===== config.mk =====
export PLATFORM = sky130hd
export DESIGN_NAME = utf8_name_readability_check_flat
export DESIGN_NICKNAME = d
export VERILOG_FILES = /design/src/rtl/u8nr_pkg.sv /design/src/rtl/u8nr_byte_if.sv /design/src/rtl/u8nr_verdict_if.sv /design/src/rtl/u8nr_classify.sv /design/src/rtl/u8nr_out_reg.sv /design/src/rtl/utf8_name_readability_check.sv /design/src/flat_wrapper.sv
export VERILOG_INCLUDE_DIRS = /design/src /design/src/rtl
export SDC_FILE = /design/constraint.sdc
export NUM_CORES = 1
export LEC_CHECK = 0
export BUFFER_PORTS_ARGS = -buffer_cell sky130_fd_sc_hd__buf_4
export CORE_ASPECT_RATIO = 0.8
export CORE_MARGIN = 2
export CORE_UTILIZATION = 58
export CTS_CLUSTER_SIZE = 10
export DETAILED_ROUTE_END_ITERATION = 10
export PLACE_DENSITY = 0.78
export SLEW_MARGIN = 20
export SYNTH_ARGS = -nofsm -noshare
export SYNTH_HDL_FRONTEND = slang
export SYNTH_SLANG_ARGS = --single-unit

===== constraint.sdc =====
create_clock -name clk -period 2.1 [get_ports clk]
set_input_delay 0.21 -clock clk [delete_from_list [all_inputs] [get_ports clk]]
set_output_delay 0.21 -clock clk [all_outputs]
set_load 0.01 [all_outputs]

===== src/rtl/utf8_name_readability_check_assert.svh =====
// Assertion macros shared by the RTL. Each expects clk and rst_n in scope.
`ifndef UTF8_NAME_READABILITY_CHECK_ASSERT_SVH
`define UTF8_NAME_READABILITY_CHECK_ASSERT_SVH

// Same-cycle implication.
`define U8NR_ASSERT_IMP(label, ante, cons, msg) \
    label: assert property (@(posedge clk) disable iff (!rst_n) (ante) |-> (cons)) \
        else $error(msg);

// Next-cycle implication.
`define U8NR_ASSERT_NXT(label, ante, cons, msg) \
    label: assert property (@(posedge clk) disable iff (!rst_n) (ante) |=> (cons)) \
        else $error(msg);

`endif


===== src/rtl/u8nr_pkg.sv =====
package u8nr_pkg;

    localparam int CP_W = 21;

    // ASCII limits
    localparam logic [7:0] ASCII_SPACE = 8'h20;
    localparam logic [7:0] ASCII_DEL   = 8'h7F;

    // Blacklisted code point ranges
    localparam logic [CP_W-1:0] COMB_LO  = 21'h000300;
    localparam logic [CP_W-1:0] COMB_HI  = 21'h00036F;
    localparam logic [CP_W-1:0] HEBAR_LO = 21'h000591;
    localparam logic [CP_W-1:0] HEBAR_HI = 21'h0006FF;
    localparam logic [CP_W-1:0] ZW_LO    = 21'h00200B;
    localparam logic [CP_W-1:0] ZW_HI    = 21'h00200F;
    localparam logic [CP_W-1:0] BIDI_LO  = 21'h00202A;
    localparam logic [CP_W-1:0] BIDI_HI  = 21'h00206F;
    localparam logic [CP_W-1:0] PUA_LO   = 21'h00E000;
    localparam logic [CP_W-1:0] PUA_HI   = 21'h00F8FF;
    localparam logic [CP_W-1:0] REPL_CHAR = 21'h00FFFD;

    // Decoder state carried between bytes
    typedef struct packed {
        logic            failed;
        logic [1:0]      pending;
        logic [CP_W-1:0] accum;
        logic            seen_any;
    } dec_state_t;

    // Per-byte outcome from the classifier
    typedef struct packed {
        dec_state_t nxt;
        logic       term;
        logic       readable;
    } step_t;

endpackage


===== src/rtl/u8nr_byte_if.sv =====
interface u8nr_byte_if;
    logic       valid;
    logic       ready;
    logic [7:0] name_byte;

    modport source (output valid, output name_byte, input ready);
    modport sink   (input valid, input name_byte, output ready);
endinterface


===== src/rtl/u8nr_verdict_if.sv =====
interface u8nr_verdict_if;
    logic valid;
    logic ready;
    logic readable;

    modport source (output valid, output readable, input ready);
    modport sink   (input valid, input readable, output ready);
endinterface


===== src/rtl/u8nr_classify.sv =====
module u8nr_classify (
    input  logic [7:0]          name_byte,
    input  u8nr_pkg::dec_state_t cur,
    output u8nr_pkg::step_t     step
);

    function automatic logic blacklisted(input logic [u8nr_pkg::CP_W-1:0] cp);
        return (cp >= u8nr_pkg::COMB_LO  && cp <= u8nr_pkg::COMB_HI)  ||
               (cp >= u8nr_pkg::HEBAR_LO && cp <= u8nr_pkg::HEBAR_HI) ||
               (cp >= u8nr_pkg::ZW_LO    && cp <= u8nr_pkg::ZW_HI)    ||
               (cp >= u8nr_pkg::BIDI_LO  && cp <= u8nr_pkg::BIDI_HI)  ||
               (cp >= u8nr_pkg::PUA_LO   && cp <= u8nr_pkg::PUA_HI)   ||
               (cp == u8nr_pkg::REPL_CHAR);
    endfunction

    logic [u8nr_pkg::CP_W-1:0] shifted;

    // accumulator with the next six payload bits appended
    assign shifted = {cur.accum[u8nr_pkg::CP_W-7:0], name_byte[5:0]};

    always_comb
    begin
        step.nxt      = cur;
        step.term     = (name_byte == 8'h00);
        step.readable = cur.seen_any && !cur.failed && (cur.pending == 2'd0);

        if (step.term)
        begin
            // terminator: verdict out, everything clears
            step.nxt = '0;
        end
        else
        begin
            step.nxt.seen_any = 1'b1;
            if (!cur.failed)
            begin
                if (cur.pending == 2'd0)
                begin
                    // lead byte
                    if (!name_byte[7])
                    begin
                        if (name_byte < u8nr_pkg::ASCII_SPACE ||
                            name_byte == u8nr_pkg::ASCII_DEL)
                        begin
                            step.nxt.failed = 1'b1;
                        end
                    end
                    else if (name_byte[7:5] == 3'b110)
                    begin
                        step.nxt.accum   = {16'd0, name_byte[4:0]};
                        step.nxt.pending = 2'd1;
                    end
                    else if (name_byte[7:4] == 4'b1110)
                    begin
                        step.nxt.accum   = {17'd0, name_byte[3:0]};
                        step.nxt.pending = 2'd2;
                    end
                    else if (name_byte[7:3] == 5'b11110)
                    begin
                        step.nxt.accum   = {18'd0, name_byte[2:0]};
                        step.nxt.pending = 2'd3;
                    end
                    else
                    begin
                        step.nxt.failed = 1'b1;
                    end
                end
                else if (name_byte[7:6] != 2'b10)
                begin
                    // bad continuation
                    step.nxt.failed  = 1'b1;
                    step.nxt.pending = 2'd0;
                    step.nxt.accum   = '0;
                end
                else
                begin
                    step.nxt.pending = cur.pending - 2'd1;
                    step.nxt.accum   = shifted;
                    if (cur.pending == 2'd1)
                    begin
                        // sequence complete: check the code point
                        if (blacklisted(shifted))
                        begin
                            step.nxt.failed = 1'b1;
                        end
                        step.nxt.accum = '0;
                    end
                end
            end
        end
    end

endmodule


===== src/rtl/u8nr_out_reg.sv =====
module u8nr_out_reg (
    input  logic                  clk,
    input  logic                  rst_n,
    input  logic                  load,
    input  logic                  readable_in,
    output logic                  can_load,
    u8nr_verdict_if.source        verdict
);

    logic valid_reg;
    logic readable_reg;

    // free when empty or the held verdict transfers this cycle
    assign can_load = !valid_reg || verdict.ready;

    always_ff @(posedge clk or negedge rst_n)
    begin
        if (!rst_n)
        begin
            valid_reg <= 1'b0;
        end
        else if (can_load)
        begin
            valid_reg <= load;
        end
    end

    always_ff @(posedge clk)
    begin
        if (can_load && load)
        begin
            readable_reg <= readable_in;
        end
    end

    assign verdict.valid    = valid_reg;
    assign verdict.readable = readable_reg;

endmodule


===== src/rtl/utf8_name_readability_check.sv =====
// A terminator moves from the input register into the output register, which loads its verdict,
// provided the output register is free or its verdict transfers in that cycle.
// Throughput: one byte per cycle; the per-byte decode is a single registered step.
// A verdict held at the output stalls a following terminator and the bytes behind it.
// Reset (rst_n low, asynchronous): input stage, decoder state and output
// register empty and cleared.
`include "utf8_name_readability_check_assert.svh"

module utf8_name_readability_check (
    input  logic           clk,
    input  logic           rst_n,
    u8nr_byte_if.sink      name_chan,
    u8nr_verdict_if.source verdict
);

    logic                 in_valid_reg;
    logic [7:0]           byte_reg;
    u8nr_pkg::dec_state_t state_reg;
    u8nr_pkg::step_t      step;
    logic                 can_load;
    logic                 adv;
    logic                 term_go;
    logic                 term_stall;

    // classify the held byte against the current state
    u8nr_classify u_classify (
        .name_byte (byte_reg),
        .cur       (state_reg),
        .step      (step)
    );

    // a terminator needs room in the output register; other bytes always move
    assign adv             = in_valid_reg && (!step.term || can_load);
    assign name_chan.ready = !in_valid_reg || adv;

    // terminator moving on, or waiting for the output register
    assign term_go    = adv && step.term;
    assign term_stall = in_valid_reg && step.term && !can_load;

    // input register
    always_ff @(posedge clk or negedge rst_n)
    begin
        if (!rst_n)
        begin
            in_valid_reg <= 1'b0;
        end
        else if (name_chan.ready)
        begin
            in_valid_reg <= name_chan.valid;
        end
    end

    always_ff @(posedge clk)
    begin
        if (name_chan.ready && name_chan.valid)
        begin
            byte_reg <= name_chan.name_byte;
        end
    end

    // decoder state
    always_ff @(posedge clk or negedge rst_n)
    begin
        if (!rst_n)
        begin
            state_reg <= '0;
        end
        else if (adv)
        begin
            state_reg <= step.nxt;
        end
    end

    u8nr_out_reg u_out_reg (
        .clk         (clk),
        .rst_n       (rst_n),
        .load        (term_go),
        .readable_in (step.readable),
        .can_load    (can_load),
        .verdict     (verdict)
    );

    `U8NR_ASSERT_NXT(a_verdict_follows_term, term_go, verdict.valid, "terminator gave no verdict")
    `U8NR_ASSERT_NXT(a_state_clears_on_term, term_go, state_reg == '0, "state not cleared")
    `U8NR_ASSERT_IMP(a_failed_no_pending, state_reg.failed, state_reg.pending == 2'd0, "pending")
    `U8NR_ASSERT_IMP(a_idle_accum_zero, state_reg.pending == 2'd0, state_reg.accum == '0, "accum")
    `U8NR_ASSERT_NXT(a_term_held_on_stall, term_stall, in_valid_reg && $stable(byte_reg), "lost")

endmodule

===== src/flat_wrapper.sv =====
// flat-port wrapper written by rule: the top's interface ports become plain ports
module utf8_name_readability_check_flat 
  (clk, rst_n, name_chan_valid, name_chan_name_byte, name_chan_ready, verdict_valid, verdict_readable, verdict_ready);
  u8nr_byte_if name_chan_i ();
  u8nr_verdict_if verdict_i ();
  input  logic clk;
  input  logic rst_n;
  input wire logic [$bits(name_chan_i.valid)-1:0] name_chan_valid;
  input wire logic [$bits(name_chan_i.name_byte)-1:0] name_chan_name_byte;
  output wire logic [$bits(name_chan_i.ready)-1:0] name_chan_ready;
  output wire logic [$bits(verdict_i.valid)-1:0] verdict_valid;
  output wire logic [$bits(verdict_i.readable)-1:0] verdict_readable;
  input wire logic [$bits(verdict_i.ready)-1:0] verdict_ready;
  assign name_chan_i.valid = name_chan_valid;
  assign name_chan_i.name_byte = name_chan_name_byte;
  assign name_chan_ready = name_chan_i.ready;
  assign verdict_valid = verdict_i.valid;
  assign verdict_readable = verdict_i.readable;
  assign verdict_i.ready = verdict_ready;
  utf8_name_readability_check u_core (.clk(clk), .rst_n(rst_n), .name_chan(name_chan_i), .verdict(verdict_i));
endmodule

[Word level (Yosys, flattened, before mapping)]
Cells that the tools add are included.
Widths: inputs -> output; s select.
Storage, ports and cells
  bits in registers: 30
Operators by class
  add/subtract/negate cells: 1
  magnitude comparators: 11
  equal/unequal tests: 10
  mux-type cells: 16
  reductions and logical operators: 27
Operators by type and width (count)
  $mux 23: 4
  $mux 24: 3
  $ge 21x14->1 const B: 2
  $le 21x14->1 const B: 2
  $mux 25: 1
  $eq 21x16->1 const B: 1
  $ge 21x10->1 const B: 1
  $ge 21x11->1 const B: 1
  $ge 21x16->1 const B: 1
  $le 21x10->1 const B: 1
  $le 21x11->1 const B: 1
  $le 21x16->1 const B: 1
  $mux 21: 1
  $logic_and 1x1->1: 11
  $logic_or 1x1->1: 9
  $eq 8x7->1 const B: 1
  $logic_not 8->1: 1
  $lt 8x6->1 const B: 1
  $mux 1: 7
  $eq 5x5->1 const B: 1
  $ne 5x1->1 const B: 1
  $eq 4x4->1 const B: 1
  $logic_not 1->1: 4
  $ne 2x2->1 const B: 2
  other kinds (6): 6

[Logic depth before layout (Yosys ltp)]
  depth after elaboration: 13
  mapped depth: 8
  mapped depth without buffers: 7

[Cells and area by module]
From an unflattened synthesis, not the netlist that was laid out.
Second synthesis, totals
  cell total of the unflattened synthesis: 212
  area total of the unflattened synthesis: 2187.1 um2
Modules (own cells, without submodules)
  utf8_name_readability_check: instances 1, cells an instance 67, area each 1241.2 um2, seq. area each 890.9 um2
  u8nr_classify: instances 1, cells an instance 140, area each 862.1 um2, seq. area each 0.0 um2
  u8nr_out_reg: instances 1, cells an instance 5, area each 83.8 um2, seq. area each 55.1 um2

[Worst setup path after synthesis]
OpenSTA, ideal clock, no wires.
  kind: reg-to-reg
  start point: register u_core.byte_reg[7]
  end point: register u_core.state_reg[15] (netlist name)
  arrival time: 1766 ps
  slack: 209 ps
  cell stages (with the launch flop): 8
  period minus slack after synthesis: 1891 ps
  path through: edfxtp_1 -> buf_2 -> nor4_2 -> and2_1 -> nor3_1 -> o21ai_4 -> buf_6 -> mux2_4
On the way
  cells in the longest elaborated chain, start to end: 7
RTL lines
  start: declaration: RTL line utf8_name_readability_check.sv:17  | logic [7:0] byte_reg;
  start signal: assignment: RTL line utf8_name_readability_check.sv:57  | byte_reg <= name_chan.name_byte;
  $eq 4x4->1: RTL line u8nr_classify.sv:53  | else if (name_byte[7:4] == 4'b1110)
  $mux 23: RTL line u8nr_classify.sv:53
  $mux 23: RTL line u8nr_classify.sv:48  | else if (name_byte[7:5] == 3'b110)
  $mux 23: RTL line u8nr_classify.sv:40  | if (!name_byte[7])
  $mux 24: RTL line u8nr_classify.sv:37  | if (cur.pending == 2'd0)
  $mux 24: RTL line u8nr_classify.sv:35  | if (!cur.failed)
  $mux 25: RTL line u8nr_classify.sv:27  | if (step.term)
  end signal: assignment: RTL line utf8_name_readability_check.sv:70  | state_reg <= step.nxt;
  end: declaration: RTL line utf8_name_readability_check.sv:18  | u8nr_pkg::dec_state_t state_reg;
Parallel ways exist; a longest one is shown, timed or not. The select of a mux whose other input is x is not followed.
A chain may end at the register's enable or synchronous reset.

[Worst setup path after layout]
  start point: register u_core.byte_reg[3]
  end point: register u_core.state_reg[1] (netlist name)
On the way
  cells in the longest elaborated chain, start to end: 5
RTL lines
  branches (longest 5 deep; another with $eq 5x5->1)
Parallel ways; which one is timed is not known.

==> summary.txt <==
Outcome
  – Outcome: finished, final reports clean

Route
  – Met2 WL post-DR: around 1700 um
  – DR top layer: met4
  – Routed vias: roughly 1.3k
  – Initial DRC count: 162
  – WL per Instance: between 15 and 20 um
  – Vias/cell: between 6 and 7
  – Post-Route WL: ~3800 um
  – Metal3 WL: 336 um
  – DRC Markers: 0
  – WL met1: approximately 1700 um
  – Pre-antenna DRT Iters: 4
  – Final ANT Viol Nets: 0

Die
  – Core area: 0.00277 mm^2
  – Num ports: 15
  – Die height: roughly 52 um
  – Die W: roughly 64 um
  – Initial cell density of the core: between 60% and 70%
  – Num rows: 17
  – Die ar.: 0.00335 mm^2

Layout
  – Design Area, Final: 0.00197 mm^2
  – Filler instances: 207
  – Commonest non-fill, non-tap cells in the layout: 25 x buf_4, 21 x dfrtp_1, 15 x nand2_1
  – Nets@finish: around 200
  – Synth-to-layout area growth: 16.9%
  – Most common cell after layout, fill and taps aside: buf_4
  – Layout cell share with drive strength beyond 1: between 20% and 30%
  – Max FFs per register: 19
  – ANT cells: 0

Clocking
  – Clock latency on the worst-skew pair: 340 ps
  – Total CTS buffers: 5
  – Clock transition at path regs: around 90 ps
  – Clock Tree Buf Depth: 2
  – CTS tree: done
  – Clk sinks: 30
  – Root buf cell: clkbuf_4
  – H-Tree Depth: 2

GRT
  – Largest net degree at the start of global routing: 22
  – Global-route wire length before repair: 6270 um
  – GR Overflow Total: 0
  – Antenna violations before repair: 0
  – Vias in the first global route: 1,282
  – Total global routing track utilization: between 20 and 30%

Worst setup path
  – Crit path max fanout: 5
  – Setup crit start kind: flop
  – WP data required: between 2000 and 2500 ps
  – CP max stage delay: about 500 ps
  – Most used cell, CP: buf_4
  – CP top delay family: simple AND/OR/NAND/NOR gates
  – Cells on worst reg2reg path: 7
  – Critical path buffer and inverter count: 2
  – Critical R2R Capture: u_core.state_reg[1]$_DFFE_PN0P_
  – Origin of the critical flop-to-flop path: u_core.byte_reg[3]$_DFFE_PP_
  – Crit path cell chain: nor4_4, buf_4, nand2_1, nor2_2, o21ai_4, buf_4, mux2_1
  – Setup crit end kind: flop
  – Slowest cell on crit path: edfxtp_1
  – CP arrival: 2240 ps
  – Critical path origin: u_core.byte_reg[3]$_DFFE_PP_
  – Kind of critical path: reg2reg
  – Reg2Reg Setup Slack: approximately 78 ps

STA
  – Fin. max-slew vios: 0
  – Final Cycle Share: between 90% and 100%
  – Setup violators final: 0
  – Slew HR: 72.3%
  – Unrepaired setup endpoints after global routing: false
  – Setup ws final: approximately 78 ps
  – Tmin final: 2020 ps
  – Final Hold Fails: 0
  – Layout Skew: 3.73 ps
  – Worst Tran Pin Value: around 400 ps
  – Max Freq: between 400 and 500 MHz

Power and ir drop
  – Clock power frac: 21.4%
  – Combinational power share: 31.4%
  – Psw: ~0.6 mW
  – Max IR drop VDD: 534 uV
  – Switching fraction of total power: 35.0%
  – Cell Int Power: 1.11 mW
  – Overall power: 1.70 mW
  – Reg power frac: between 40% and 50%
  – Pwr dens: 865 mW/mm^2
  – Static Leakage: between 0.8 and 0.9 nW

Synth
  – Ys async rst share: between 70% and 80%
  – Top FF cell, synth: dfrtp_1
  – Mapped Nets: 169
  – Seq/Total Area, Yosys: between 40% and 50%
  – Post-synth EDFFs: 9
  – Number of synthesized register bits: 30
  – Mapped Area: 0.00168 mm^2
  – Syn Area/Cell: around 11 um^2
  – Ys Warns: 0
  – Synth Instances: between 150 and 200
  – Post-synthesis cell type count: 47

Place
  – Port-buffer cells: 14
  – Routability cong.: ~0.9
  – Post-DP HPWL: approximately 2700 um
  – Place WS: -82.6 ps
  – Placed inst area: roughly 0.0018 mm^2

Worst hold path
  – Worst Min Path Start: name_chan_name_byte[0]
  – Hold path endpoint: u_core.byte_reg[0]$_DFFE_PP_
  – Min-delay worst type: in2reg
  – Worst hold path cell count: 1

Job
  – Total of max-cap violations: 0
==> layer usage <==
metal / vias up / GRT usage, %
met5: - / 0
met3: 10 / 6.49
met4: 0 / 11.7
li1: 627 / -
met1: 628 / 35.7
met2: 64 / 38.9
==> per-stage QoR <==
stage	utilization [%]	TNS (ps)	hold WS, ps	cells
after floorplan	-	0	-85.6	155
after global routing	71.1	0	25.0	221
final	71.1	0	42.4	221
after global placement	66.0	0	114	208
after detailed placement	66.0	-593	114	208
after CTS	69.6	0	37.3	219
==> power groups by stage <==
stage          combinational [mW]  clock, mW  sequential (mW)
6_report                    0.533      0.364            0.803
5_1_grt                     0.584      0.393            0.812
4_1_cts                     0.493      0.370            0.796
3_5_place_dp                0.482          0            0.808
3_3_place_gp                0.454          0            0.804
2_1_floorplan               0.368          0            0.775
==> final cells by class <==
class / instances / area [um^2] / share of cell area [%]
clock inverter: 1 / 5.00 / 0.255
multi-input combinational: 107 / 803 / 40.9
tap: 38 / 47.5 / 2.42
timing repair buffer: 27 / 218 / 11.1
inverter: 11 / 41.3 / 2.10
sequential: 30 / 796 / 40.5
clock buffer: 7 / 55.1 / 2.80
==> kinds of logic after synthesis <==
family | Yosys count | share of synthesized area, %
AO/OA/AOI/OAI | 29 | 13.0
AND/OR/NAND/NOR | 59 | 20.4
flip-flops | 30 | 47.3
multiplexers | 17 | 11.2
buffers and inverters | 18 | 6.55
adder cells (fa/ha/maj) | 2 | 1.49
==> synth_stat cells, types with 3 or more instances <==
cell,instances,area (um^2)
and3_1,3,18.8
buf_6,5,56.3
nand3_1,5,25.0
dfrtp_1,21,526
nor2b_1,3,18.8
a31oi_1,3,18.8
nand2_1,15,56.3
mux2i_1,8,80.1
o21ai_0,4,20.0
a21oi_1,5,25.0
nor3_1,8,40.0
nor2_1,6,22.5
mux2_1,7,78.8
inv_1,11,41.3
nand2b_1,3,18.8
edfxtp_1,9,270
==> worst reg2reg max path: stages, from the launching register on <==
cell      delay [ps]
edfxtp_1         500
nor4_4           320
buf_4            150
nand2_1          140
nor2_2           210
o21ai_4           80
buf_4            170
mux2_1           330
==> worst max-delay path by stage <==
stage / endpoint / depth (start not counted) / slack, ps
after floorplan: u_core.state_reg[15]$_DFFE_PN0P_ / 7 / 210
after global placement: u_core.state_reg[6]$_DFFE_PN0P_ / 8 / 20
after detailed placement: u_core.state_reg[5]$_DFFE_PN0P_ / 8 / -80
after CTS: u_core.state_reg[1]$_DFFE_PN0P_ / 8 / 60
after global routing: u_core.state_reg[1]$_DFFE_PN0P_ / 8 / 8
final: u_core.state_reg[1]$_DFFE_PN0P_ / 7 / 80
==> timing repair <==
action	CTS	global route
endpoints found under the setup margin	17	17
gates cloned	0	0
hold buffers	1	0
buffers inserted	2	2
resized for setup	1	3
hold endpoints to repair	21	0
pin swaps	1	0
Note: power is estimated with default switching activity, not from simulation.
